`src/ird_pkg.sv`:
```
`default_nettype none

package ird_pkg;

  // Frame geometry
  localparam int DATA_BITS = 16;
  localparam int CNT_W     = $clog2(DATA_BITS + 5);
  localparam int FRAME_W   = 16;
  localparam int BYTE_W    = 8;

  // Field widths
  localparam int DUR_W      = 15;
  localparam int TOL_W      = 7;
  localparam int STAT_W     = 3;
  localparam int ERR_W      = 2;
  localparam int SCALE_W    = 8;
  localparam int PROD_W     = 23;
  localparam int CFG_ADDR_W = 3;
  localparam int CFG_DATA_W = 15;

  // Payload packing
  localparam int IN_TDATA_W  = 32;
  localparam int OUT_TDATA_W = 40;

  // Symbol counts that decide the frame shape
  localparam logic [CNT_W-1:0] CNT_MAX   = {CNT_W{1'b1}};
  localparam logic [CNT_W-1:0] CNT_PLAIN = CNT_W'(DATA_BITS);
  localparam logic [CNT_W-1:0] CNT_HDR   = CNT_W'(DATA_BITS + 1);
  localparam logic [CNT_W-1:0] CNT_SLACK = CNT_W'(2);

  // Register indexes; the five nominals also index the nominal array
  localparam int NOM_CNT = 5;
  localparam logic [CFG_ADDR_W-1:0] REG_HDR_MARK   = 3'd0;
  localparam logic [CFG_ADDR_W-1:0] REG_HDR_SPACE  = 3'd1;
  localparam logic [CFG_ADDR_W-1:0] REG_BIT_MARK   = 3'd2;
  localparam logic [CFG_ADDR_W-1:0] REG_ONE_SPACE  = 3'd3;
  localparam logic [CFG_ADDR_W-1:0] REG_ZERO_SPACE = 3'd4;
  localparam logic [CFG_ADDR_W-1:0] REG_TOL        = 3'd5;

  // Register reset values
  localparam logic [DUR_W-1:0] RST_HDR_MARK   = 15'd8400;
  localparam logic [DUR_W-1:0] RST_HDR_SPACE  = 15'd4200;
  localparam logic [DUR_W-1:0] RST_BIT_MARK   = 15'd525;
  localparam logic [DUR_W-1:0] RST_ONE_SPACE  = 15'd1575;
  localparam logic [DUR_W-1:0] RST_ZERO_SPACE = 15'd525;
  localparam logic [TOL_W-1:0] RST_TOL        = 7'd25;

  // Percent scale
  localparam logic [TOL_W-1:0]   PCT_FULL   = 7'd100;
  localparam logic [SCALE_W-1:0] PCT_SCALE  = 8'd100;
  localparam logic [PROD_W-1:0]  PCT_ROUND  = 23'd99;

  // Window of the other protocol's header, bounds exclusive
  localparam logic [DUR_W-1:0] FGN_MARK_LO  = 15'd6750;
  localparam logic [DUR_W-1:0] FGN_MARK_HI  = 15'd11250;
  localparam logic [DUR_W-1:0] FGN_SPACE_LO = 15'd3375;
  localparam logic [DUR_W-1:0] FGN_SPACE_HI = 15'd5625;

  // Result status codes
  localparam logic [STAT_W-1:0] ST_OK      = 3'd0;
  localparam logic [STAT_W-1:0] ST_FOREIGN = 3'd1;
  localparam logic [STAT_W-1:0] ST_COUNT   = 3'd2;
  localparam logic [STAT_W-1:0] ST_MARK    = 3'd3;
  localparam logic [STAT_W-1:0] ST_SPACE   = 3'd4;

  // First error of a data reading
  localparam logic [ERR_W-1:0] ERR_NONE  = 2'd0;
  localparam logic [ERR_W-1:0] ERR_MARK  = 2'd1;
  localparam logic [ERR_W-1:0] ERR_SPACE = 2'd2;

  // Scaled acceptance window of one nominal: 100*d against n*(100-t), n*(100+t)
  typedef struct packed {
    logic [PROD_W-1:0] lo;
    logic [PROD_W-1:0] hi;
  } bound_t;

  typedef struct packed {
    bound_t hdr_mark;
    bound_t hdr_space;
    bound_t bit_mark;
    bound_t one_space;
    bound_t zero_space;
  } bounds_t;

  // Per-symbol compare results
  typedef struct packed {
    logic hdr_mark;
    logic hdr_space;
    logic bit_mark;
    logic one_space;
    logic zero_space;
    logic foreign;
  } hits_t;

  typedef struct packed {
    logic [STAT_W-1:0]  status;
    logic [FRAME_W-1:0] frame_data;
    logic [BYTE_W-1:0]  address;
    logic [BYTE_W-1:0]  command;
    logic               repeat_res;
  } result_t;

endpackage

`default_nettype wire

```
`src/ird_match.sv`:
```
`default_nettype none

module ird_match (
  input  wire logic [ird_pkg::DUR_W-1:0] dur,
  input  wire ird_pkg::bound_t           bnd,
  output logic                           hit
);
  import ird_pkg::*;

  logic [PROD_W-1:0] scaled;
  logic [PROD_W-1:0] scaled_up;

  // 100*d by shift-add; d >= floor(x/100) holds exactly when 100*d + 99 >= x
  assign scaled    = (PROD_W'(dur) << 6) + (PROD_W'(dur) << 5) + (PROD_W'(dur) << 2);
  assign scaled_up = scaled + PCT_ROUND;
  assign hit       = (scaled_up >= bnd.lo) && (scaled <= bnd.hi);

endmodule

`default_nettype wire

```
`src/ird_bounds.sv`:
```
`default_nettype none

module ird_bounds (
  input  wire logic                           clk,
  input  wire logic                           rst_n,
  input  wire logic                           cfg_we,
  input  wire logic [ird_pkg::CFG_ADDR_W-1:0] cfg_addr,
  input  wire logic [ird_pkg::CFG_DATA_W-1:0] cfg_wdata,
  output ird_pkg::bounds_t                    bnds
);
  import ird_pkg::*;

  logic [DUR_W-1:0]   nom_r [NOM_CNT];
  logic [TOL_W-1:0]   tol_r;
  logic [PROD_W-1:0]  lo_r  [NOM_CNT];
  logic [PROD_W-1:0]  hi_r  [NOM_CNT];
  logic [SCALE_W-1:0] lo_scale;
  logic [SCALE_W-1:0] hi_scale;

  // Hold the configuration registers; unknown indexes are dropped
  always_ff @(posedge clk) begin
    if (!rst_n) begin
      nom_r[REG_HDR_MARK]   <= RST_HDR_MARK;
      nom_r[REG_HDR_SPACE]  <= RST_HDR_SPACE;
      nom_r[REG_BIT_MARK]   <= RST_BIT_MARK;
      nom_r[REG_ONE_SPACE]  <= RST_ONE_SPACE;
      nom_r[REG_ZERO_SPACE] <= RST_ZERO_SPACE;
      tol_r                 <= RST_TOL;
    end else if (cfg_we) begin
      if (cfg_addr == REG_TOL) begin
        tol_r <= cfg_wdata[TOL_W-1:0];
      end else if (cfg_addr < REG_TOL) begin
        nom_r[cfg_addr] <= cfg_wdata[DUR_W-1:0];
      end
    end
  end

  // Percent factors; a tolerance of a hundred or more opens the low end to zero
  assign lo_scale = (tol_r >= PCT_FULL) ? '0 : (PCT_SCALE - SCALE_W'(tol_r));
  assign hi_scale = PCT_SCALE + SCALE_W'(tol_r);

  // Register the scaled window of each nominal, one multiply per bound
  for (genvar g = 0; g < NOM_CNT; g++) begin : g_bound
    always_ff @(posedge clk) begin
      lo_r[g] <= PROD_W'(nom_r[g]) * PROD_W'(lo_scale);
      hi_r[g] <= PROD_W'(nom_r[g]) * PROD_W'(hi_scale);
    end
  end

  assign bnds.hdr_mark   = '{lo: lo_r[REG_HDR_MARK],   hi: hi_r[REG_HDR_MARK]};
  assign bnds.hdr_space  = '{lo: lo_r[REG_HDR_SPACE],  hi: hi_r[REG_HDR_SPACE]};
  assign bnds.bit_mark   = '{lo: lo_r[REG_BIT_MARK],   hi: hi_r[REG_BIT_MARK]};
  assign bnds.one_space  = '{lo: lo_r[REG_ONE_SPACE],  hi: hi_r[REG_ONE_SPACE]};
  assign bnds.zero_space = '{lo: lo_r[REG_ZERO_SPACE], hi: hi_r[REG_ZERO_SPACE]};

endmodule

`default_nettype wire

```
`src/ird_frame.sv`:
```
`default_nettype none

module ird_frame (
  input  wire logic           clk,
  input  wire logic           rst_n,
  input  wire logic           step,
  input  wire logic           sym_last,
  input  wire ird_pkg::hits_t hits,
  input  wire logic           out_pop,
  output logic                out_free,
  output logic                out_valid,
  output ird_pkg::result_t    result
);
  import ird_pkg::*;

  logic [CNT_W-1:0]     count_r, count_nxt, count_inc;
  logic                 fgn_r, fgn_nxt;
  logic                 hdr_r, hdr_nxt;
  logic [DATA_BITS-1:0] shf_r, shf_nxt;
  logic [ERR_W-1:0]     err_r, err_nxt;
  logic [DATA_BITS-1:0] shf_h_r, shf_h_nxt;
  logic [ERR_W-1:0]     err_h_r, err_h_nxt;
  logic                 out_valid_r;
  result_t              res_r, res_nxt;

  logic                 first;
  logic [ERR_W-1:0]     sym_err;
  logic                 sym_one;
  logic                 take, take_h;
  logic                 has_hdr;
  logic [CNT_W-1:0]     expect_lo;
  logic [ERR_W-1:0]     sel_err;
  logic [DATA_BITS-1:0] sel_data;
  logic [FRAME_W-1:0]   sel_frame;
  logic [STAT_W-1:0]    status;

  assign out_free  = !out_valid_r || out_pop;
  assign out_valid = out_valid_r;
  assign result    = res_r;

  // Classify the symbol as a data bit
  always_comb begin
    sym_one = hits.bit_mark && hits.one_space;
    if (!hits.bit_mark) begin
      sym_err = ERR_MARK;
    end else if (hits.one_space || hits.zero_space) begin
      sym_err = ERR_NONE;
    end else begin
      sym_err = ERR_SPACE;
    end
  end

  // Advance both readings: headerless from symbol zero, headered from symbol one
  always_comb begin
    first     = (count_r == '0);
    fgn_nxt   = first ? hits.foreign : fgn_r;
    hdr_nxt   = first ? (hits.hdr_mark && hits.hdr_space) : hdr_r;
    count_inc = (count_r == CNT_MAX) ? count_r : count_r + CNT_W'(1);
    take      = (count_r < CNT_PLAIN) && (err_r == ERR_NONE);
    take_h    = !first && (count_r <= CNT_PLAIN) && (err_h_r == ERR_NONE);
    err_nxt   = take ? sym_err : err_r;
    err_h_nxt = take_h ? sym_err : err_h_r;
    for (int b = 0; b < DATA_BITS; b++) begin
      shf_nxt[b]   = shf_r[b] || (take && sym_one && (count_r == CNT_W'(b)));
      shf_h_nxt[b] = shf_h_r[b] || (take_h && sym_one && (count_r == CNT_W'(b + 1)));
    end
  end

  // Close the frame: foreign header, then count, then first bit error
  always_comb begin
    has_hdr   = (count_inc >= CNT_HDR) && hdr_nxt;
    expect_lo = has_hdr ? CNT_HDR : CNT_PLAIN;
    sel_err   = has_hdr ? err_h_nxt : err_nxt;
    sel_data  = has_hdr ? shf_h_nxt : shf_nxt;
    if ((count_inc > CNT_PLAIN) && fgn_nxt) begin
      status = ST_FOREIGN;
    end else if ((count_inc < expect_lo) || (count_inc > expect_lo + CNT_SLACK)) begin
      status = ST_COUNT;
    end else if (sel_err == ERR_MARK) begin
      status = ST_MARK;
    end else if (sel_err == ERR_SPACE) begin
      status = ST_SPACE;
    end else begin
      status = ST_OK;
    end
  end

  if (DATA_BITS >= FRAME_W) begin : g_trim
    assign sel_frame = sel_data[FRAME_W-1:0];
  end else begin : g_extend
    assign sel_frame = FRAME_W'(sel_data);
  end

  always_comb begin
    res_nxt        = '0;
    res_nxt.status = status;
    if (status == ST_OK) begin
      res_nxt.frame_data = sel_frame;
      res_nxt.address    = sel_frame[BYTE_W-1:0];
      res_nxt.command    = sel_frame[2*BYTE_W-1:BYTE_W];
      res_nxt.repeat_res = !has_hdr;
    end
  end

  // Hold the frame state; clear it once the frame closes
  always_ff @(posedge clk) begin
    if (!rst_n) begin
      count_r <= '0;
      fgn_r   <= 1'b0;
      hdr_r   <= 1'b0;
      shf_r   <= '0;
      err_r   <= ERR_NONE;
      shf_h_r <= '0;
      err_h_r <= ERR_NONE;
    end else if (step) begin
      if (sym_last) begin
        count_r <= '0;
        fgn_r   <= 1'b0;
        hdr_r   <= 1'b0;
        shf_r   <= '0;
        err_r   <= ERR_NONE;
        shf_h_r <= '0;
        err_h_r <= ERR_NONE;
      end else begin
        count_r <= count_inc;
        fgn_r   <= fgn_nxt;
        hdr_r   <= hdr_nxt;
        shf_r   <= shf_nxt;
        err_r   <= err_nxt;
        shf_h_r <= shf_h_nxt;
        err_h_r <= err_h_nxt;
      end
    end
  end

  // Result register
  always_ff @(posedge clk) begin
    if (!rst_n) begin
      out_valid_r <= 1'b0;
    end else if (step && sym_last) begin
      out_valid_r <= 1'b1;
    end else if (out_pop) begin
      out_valid_r <= 1'b0;
    end
  end

  always_ff @(posedge clk) begin
    if (step && sym_last) begin
      res_r <= res_nxt;
    end
  end

  a_close_needs_room: assert property (@(posedge clk) disable iff (!rst_n)
    step && sym_last |-> out_free)
    else $error("frame closed while the result register was occupied");

  a_close_clears: assert property (@(posedge clk) disable iff (!rst_n)
    step && sym_last |=> out_valid_r && (count_r == '0) && (err_r == ERR_NONE)
                         && (err_h_r == ERR_NONE))
    else $error("closed frame left state behind or gave no result");

endmodule

`default_nettype wire

```
`src/ir_pulse_distance_frame_decoder_core.sv`:
```
// Pulse-distance infrared frame decoder.
// Input stream: one transaction per symbol, tdata = {space_us, mark_us} in microseconds,
// tlast on the final symbol of a captured frame. Every closed frame gives exactly one
// result transaction on the output stream: tdata = {command, address, frame_data, status},
// tuser = repeat_res (frame had no header). Non-ok status carries zero data.
// Configuration: cfg_we with cfg_addr 0..5 writes the header mark/space, data mark,
// one/zero space nominals and the tolerance percent; other indexes are ignored.
// Throughput: one symbol per cycle unless a closing symbol waits. A symbol is held in
// the input register, where the tolerance compares and frame update run; the closing
// symbol's result then goes to the result register, which drives out_tvalid.
// Tolerance windows are products registered from the configuration, so a write is
// seen by any symbol accepted on a later edge.
// Reset (rst_n low, synchronous) restores the nominal values, empties the frame and
// drops any pending result. When the receiver stalls, non-closing symbols still flow;
// a closing symbol waits in the input register until the result register frees, and
// in_tready drops for that time.
`default_nettype none

module ir_pulse_distance_frame_decoder_core (
  input  wire logic                            clk,
  input  wire logic                            rst_n,
  // Symbol input: [14:0] mark_us, [29:15] space_us, rest zero
  input  wire logic [ird_pkg::IN_TDATA_W-1:0]  in_tdata,
  input  wire logic                            in_tlast,
  input  wire logic                            in_tvalid,
  output logic                                 in_tready,
  // Result: [2:0] status, [18:3] frame_data, [26:19] address, [34:27] command, rest zero
  output logic [ird_pkg::OUT_TDATA_W-1:0]      out_tdata,
  // Result flag: [0] repeat_res
  output logic                                 out_tuser,
  output logic                                 out_tvalid,
  input  wire logic                            out_tready,
  // Configuration write port
  input  wire logic                            cfg_we,
  input  wire logic [ird_pkg::CFG_ADDR_W-1:0]  cfg_addr,
  input  wire logic [ird_pkg::CFG_DATA_W-1:0]  cfg_wdata
);
  import ird_pkg::*;

  logic             s1_v_r;
  logic [DUR_W-1:0] s1_mark_r;
  logic [DUR_W-1:0] s1_space_r;
  logic             s1_last_r;
  logic             s1_adv;
  logic             in_fire;
  logic             out_free;
  bounds_t          bnds;
  hits_t            hits;
  result_t          result;

  // Move the held symbol on; a closing one needs a free result register
  assign s1_adv    = s1_v_r && (!s1_last_r || out_free);
  assign in_tready = !s1_v_r || s1_adv;
  assign in_fire   = in_tvalid && in_tready;

  always_ff @(posedge clk) begin
    if (!rst_n) begin
      s1_v_r <= 1'b0;
    end else if (in_fire) begin
      s1_v_r <= 1'b1;
    end else if (s1_adv) begin
      s1_v_r <= 1'b0;
    end
  end

  always_ff @(posedge clk) begin
    if (in_fire) begin
      s1_mark_r  <= in_tdata[DUR_W-1:0];
      s1_space_r <= in_tdata[2*DUR_W-1:DUR_W];
      s1_last_r  <= in_tlast;
    end
  end

  ird_bounds u_bounds (
    .clk       (clk),
    .rst_n     (rst_n),
    .cfg_we    (cfg_we),
    .cfg_addr  (cfg_addr),
    .cfg_wdata (cfg_wdata),
    .bnds      (bnds)
  );

  // Tolerance compares of the held symbol
  ird_match u_m_hdr_mark (.dur(s1_mark_r), .bnd(bnds.hdr_mark), .hit(hits.hdr_mark));
  ird_match u_m_hdr_space (.dur(s1_space_r), .bnd(bnds.hdr_space), .hit(hits.hdr_space));
  ird_match u_m_bit_mark (.dur(s1_mark_r), .bnd(bnds.bit_mark), .hit(hits.bit_mark));
  ird_match u_m_one_space (.dur(s1_space_r), .bnd(bnds.one_space), .hit(hits.one_space));
  ird_match u_m_zero_space (.dur(s1_space_r), .bnd(bnds.zero_space), .hit(hits.zero_space));

  // Fixed window of the other protocol's header
  assign hits.foreign = (s1_mark_r > FGN_MARK_LO) && (s1_mark_r < FGN_MARK_HI) &&
                        (s1_space_r > FGN_SPACE_LO) && (s1_space_r < FGN_SPACE_HI);

  ird_frame u_frame (
    .clk       (clk),
    .rst_n     (rst_n),
    .step      (s1_adv),
    .sym_last  (s1_last_r),
    .hits      (hits),
    .out_pop   (out_tready),
    .out_free  (out_free),
    .out_valid (out_tvalid),
    .result    (result)
  );

  assign out_tdata = OUT_TDATA_W'({result.command, result.address, result.frame_data,
                                   result.status});
  assign out_tuser = result.repeat_res;

  a_fail_no_data: assert property (@(posedge clk) disable iff (!rst_n)
    out_tvalid && (result.status != ST_OK) |-> (result.frame_data == '0) &&
                                               (result.address == '0) &&
                                               (result.command == '0) && !out_tuser)
    else $error("failed frame carried data");

  a_byte_split: assert property (@(posedge clk) disable iff (!rst_n)
    out_tvalid |-> (result.address == result.frame_data[BYTE_W-1:0]) &&
                   (result.command == result.frame_data[2*BYTE_W-1:BYTE_W]))
    else $error("address or command disagrees with frame data");

  a_close_blocks: assert property (@(posedge clk) disable iff (!rst_n)
    s1_v_r && s1_last_r && out_tvalid && !out_tready |-> !in_tready)
    else $error("symbol taken while closing symbol waited");

endmodule

`default_nettype wire

```
`config.mk`:
```
export PLATFORM = sky130hd
export DESIGN_NAME = ir_pulse_distance_frame_decoder_core
export DESIGN_NICKNAME = d
export VERILOG_FILES = /design/src/ird_pkg.sv /design/src/ird_match.sv /design/src/ird_bounds.sv /design/src/ird_frame.sv /design/src/ir_pulse_distance_frame_decoder_core.sv
export SDC_FILE = /design/constraint.sdc
export NUM_CORES = 2
export LEC_CHECK = 0
export BUFFER_PORTS_ARGS = -buffer_cell sky130_fd_sc_hd__buf_2
export CORE_ASPECT_RATIO = 1.25
export CORE_UTILIZATION = 35
export CTS_CLUSTER_SIZE = 10
export DETAILED_ROUTE_END_ITERATION = 7
export SKIP_CTS_REPAIR_TIMING = 1
export SLEW_MARGIN = 20
export SYNTH_ARGS = -nofsm -noshare
export SYNTH_HDL_FRONTEND = slang
export SYNTH_SLANG_ARGS = --single-unit
```
`constraint.sdc`:
```
create_clock -name clk -period 18.8 [get_ports clk]
set_input_delay 1.88 -clock clk [delete_from_list [all_inputs] [get_ports clk]]
set_output_delay 1.88 -clock clk [all_outputs]
set_load 0.02 [all_outputs]
```
==> summary.md <==
| Metric | Value |
|---|---|
| Largest net degree at the start of global routing | 76 |
| DP Wirelength | 112000 um |
| Period utilization | 51.6% |
| Placed inst area | 60000 um2 |
| Ranking of synthesized cells by area | fa_1 (27%), ha_1 (16%), dfxtp_1 (9.9%), inv_1 (7.0%), edfxtp_1 (6.6%) |
| Nets@finish | 7854 |
| Post-synth EDFFs | 126 |
| Synth Area per Inst | 9.04 um2 |
| Worst min-delay path class | register to register |
| Die height | 454 um |
| Area grow syn2layout | 7.72% |
| FF+latch count, synth | 408 |
| Primary FF master, synth | dfxtp_1 |
| CTS max path bufs | 3 |
| Reg clk slew, reported paths | 0.06 ns |
| Asr flop ratio synth | 0% |
| Worst skew pair latency | 0.68 ns |
| Initial antenna violation count | 11 |
| CTS Root Cell | clkbuf_16 |
| CTS tree | built |
| Die width | 364 um |
| Worst endpoint data arrival time | 10.05 ns |
| Worst path buffer plus inverter count | 2 |
| Critical Path RT | 19.15 ns |
| Final hold vios | 0 |
| Final instance area | 61700 um2 |
| Max Clock Skew | 0.0428 ns |
| Sink Count | 408 |
| RSZ-0062 raised after global routing | no |
| Peak Freq | 103 MHz |
| Fillers | 16.2k |
| First-pass GRT wire length | 239000 um |
| Antenna-violating nets left | 0 |
| CP most frequent cell | nor2_1 |
| Row cnt | 165 |
| # Max-Cap Violations | 0 |
| Slowest cell on crit path | edfxtp_1 |
| Pwr dens | 133 nW/um2 |
| Max IR drop VDD | 0.131 mV |
| Critical path type | register to register |
| Tightest Pin Transition | 1.27 ns |
| Yosys top cell area share | 27.4% |
| I/O pin cnt | 99 |
| Final weighted congestion in routability-driven placement | 0.860 |
| Routed wire length | 148000 um |
| Vias | 42.9k |
| Buffers on Ports | 91 |
| DRT Pass-1 Iters | 6 |
| H-tree depth | 2 |
| Critical Path End Type | register |
| Reg area | 9440 um2 |
| Synth Instances | 6336 |
| Total Negative Setup Slacks | 0 ns |
| Number of global-route vias before repair | 44.6k |
| Synthesized area | 57300 um2 |
| Congestion Overflow GR | 0 |
| Distinct cells, synth | 105 |
| Fin. max-slew vios | 0 |
| Global Route Usage Sum | 18.3% |
| WL/cell | 17.4 um |
| Vias per cell | 5.05 |
| Max-slew headroom | 15.3% |
| Final Setup Violations | 0 |
| Largest area contributor in the netlist | fa_1 |
| Share of layout cells above drive strength 1 | 4.77% |
| Post-synthesis sequential area ratio | 16.5% |
| DRC Markers | 0 |
| Max incr delay on CP | 0.77 ns |
| Core area | 162000 um2 |
| Most frequent cells after synthesis | inv_1 (1072), fa_1 (784), nand2_1 (769) |
| Number of buffers created by CTS | 52 |
| Multi-input combinational cell area | 42900 um2 |
| CP Launch Type | register |
| Status | finished clean |
| CP top delay family | simple AND/OR/NAND/NOR gates |
| P_leak | 0.0297 uW |
| 1st-iter DRT viols | 2335 |
| Die area | 165000 um2 |
| Critical Path Fanout Max | 16 |
| Final Critical Period | 9.70 ns |
| YS warnings | 0 |
| Count leader, synth | inv_1 |
| Starting density of the core | 35.3% |
-- layout make-up --
class                   instances  share of cell area [%]
well taps                    2171                    4.40
diodes                          3                  0.0122
inverters                    1072                    6.52
repair buffers                152                    1.54
flip-flops and latches        408                    15.3
multi-input cells            4589                    69.5
clock buffers                  85                    2.53
clock inverters                 9                   0.215
-- power by group --
group	switching, uW	internal, uW
sequential	137	1230
clock	427	592
combinational	3270	2560
total	3830	4380
-- through the flow --
| step | hold WS, ns | utilization, % | power [uW] | setup WS, ns | cells |
|---|---|---|---|---|---|
| detailed placement | 0.455 | 37.0 | 7210 | 9.21 | 8392 |
| floorplan | 0.426 | - | 5830 | 11.39 | 6340 |
| global route | 0.489 | 38.1 | 9140 | 8.59 | 8487 |
| global placement | 0.441 | 37.0 | 7080 | 9.18 | 8392 |
| finish | 0.465 | 38.1 | 8220 | 9.10 | 8489 |
| CTS | 0.467 | 38.1 | 8300 | 9.16 | 8486 |
-- tightest hold or removal path: cells and delay by family (launching register included) --
family             cells  cell delay, ns
AOI/OAI and AO/OA      1            0.06
and+or+nand+nor        1            0.05
DFF                    1            0.31
-- flip-flops by register name (all words and copies together) (netlist names), 2 cells and up --
name / cells
u_bounds.hi_r: 115
u_bounds.tol_r: 7
u_frame.shf_r: 16
s1_space_r: 15
u_frame.count_r: 5
u_frame.result: 20
u_frame.err_h_r: 2
s1_mark_r: 15
u_frame.shf_h_r: 16
u_frame.err_r: 2
u_bounds.lo_r: 115
u_bounds.nom_r: 75
-- routing by layer --
| layer | GRT usage (%) | wire length [um] | up-vias |
|---|---|---|---|
| met1 | 22.9 | 63000 | 21700 |
| met3 | 2.21 | 6860 | 242 |
| met4 | 8.00 | 6730 | 10 |
| met2 | 31.5 | 71300 | 932 |
| met5 | 0 | 59 | - |
| li1 | - | - | 20000 |
-- cells in the final DEF (no fill, tap or decap), types with 34 or more instances in the layout --
cell       netlist  layout
a21o_1         114     114
a21oi_1        197     196
a31oi_1         71      69
and2_1         567     567
buf_2            9      91
buf_4           22      58
clkbuf_16        0      55
dfxtp_1        282     279
edfxtp_1       126     126
fa_1           784     784
ha_1           739     738
inv_1         1072    1072
nand2_1        769     769
nand2b_1        46      46
nand3_1         63      63
nand4_1         56      56
nor2_1         208     203
nor2b_1        126     125
nor3_1          72      70
o21a_1          36      36
o21ai_0        126     122
or3_1           35      34
xnor2_1        197     195
xor2_1          55      53
-- logic make-up (layout without fill, tap and decap cells) --
logic type / after synthesis / after routing / share of synthesized area (%)
DFF: 408 / 408 / 16.5
buffers and inverters: 1343 / 1318 / 8.98
other: 1 / 8 / 0.00655
adders and majority gates: 1523 / 1523 / 43.6
muxes: 8 / 8 / 0.151
AOI/OAI and AO/OA: 766 / 766 / 9.01
and+or+nand+nor: 2030 / 2030 / 17.8
xor gates and xnor gates: 257 / 257 / 4.00
-- final timing paths --
kind                                    start                end  slack, ns  depth (start not counted)
worst min-delay path            u_frame.fgn_r      u_frame.fgn_r       0.46                          2
worst max register to register  s1_space_r[1]  u_frame.result[9]       9.10                         37
worst min register to register  u_frame.fgn_r      u_frame.fgn_r       0.46                          2
worst max-delay path            s1_space_r[1]  u_frame.result[9]       9.10                         37
(Power assumes the default switching activity.)
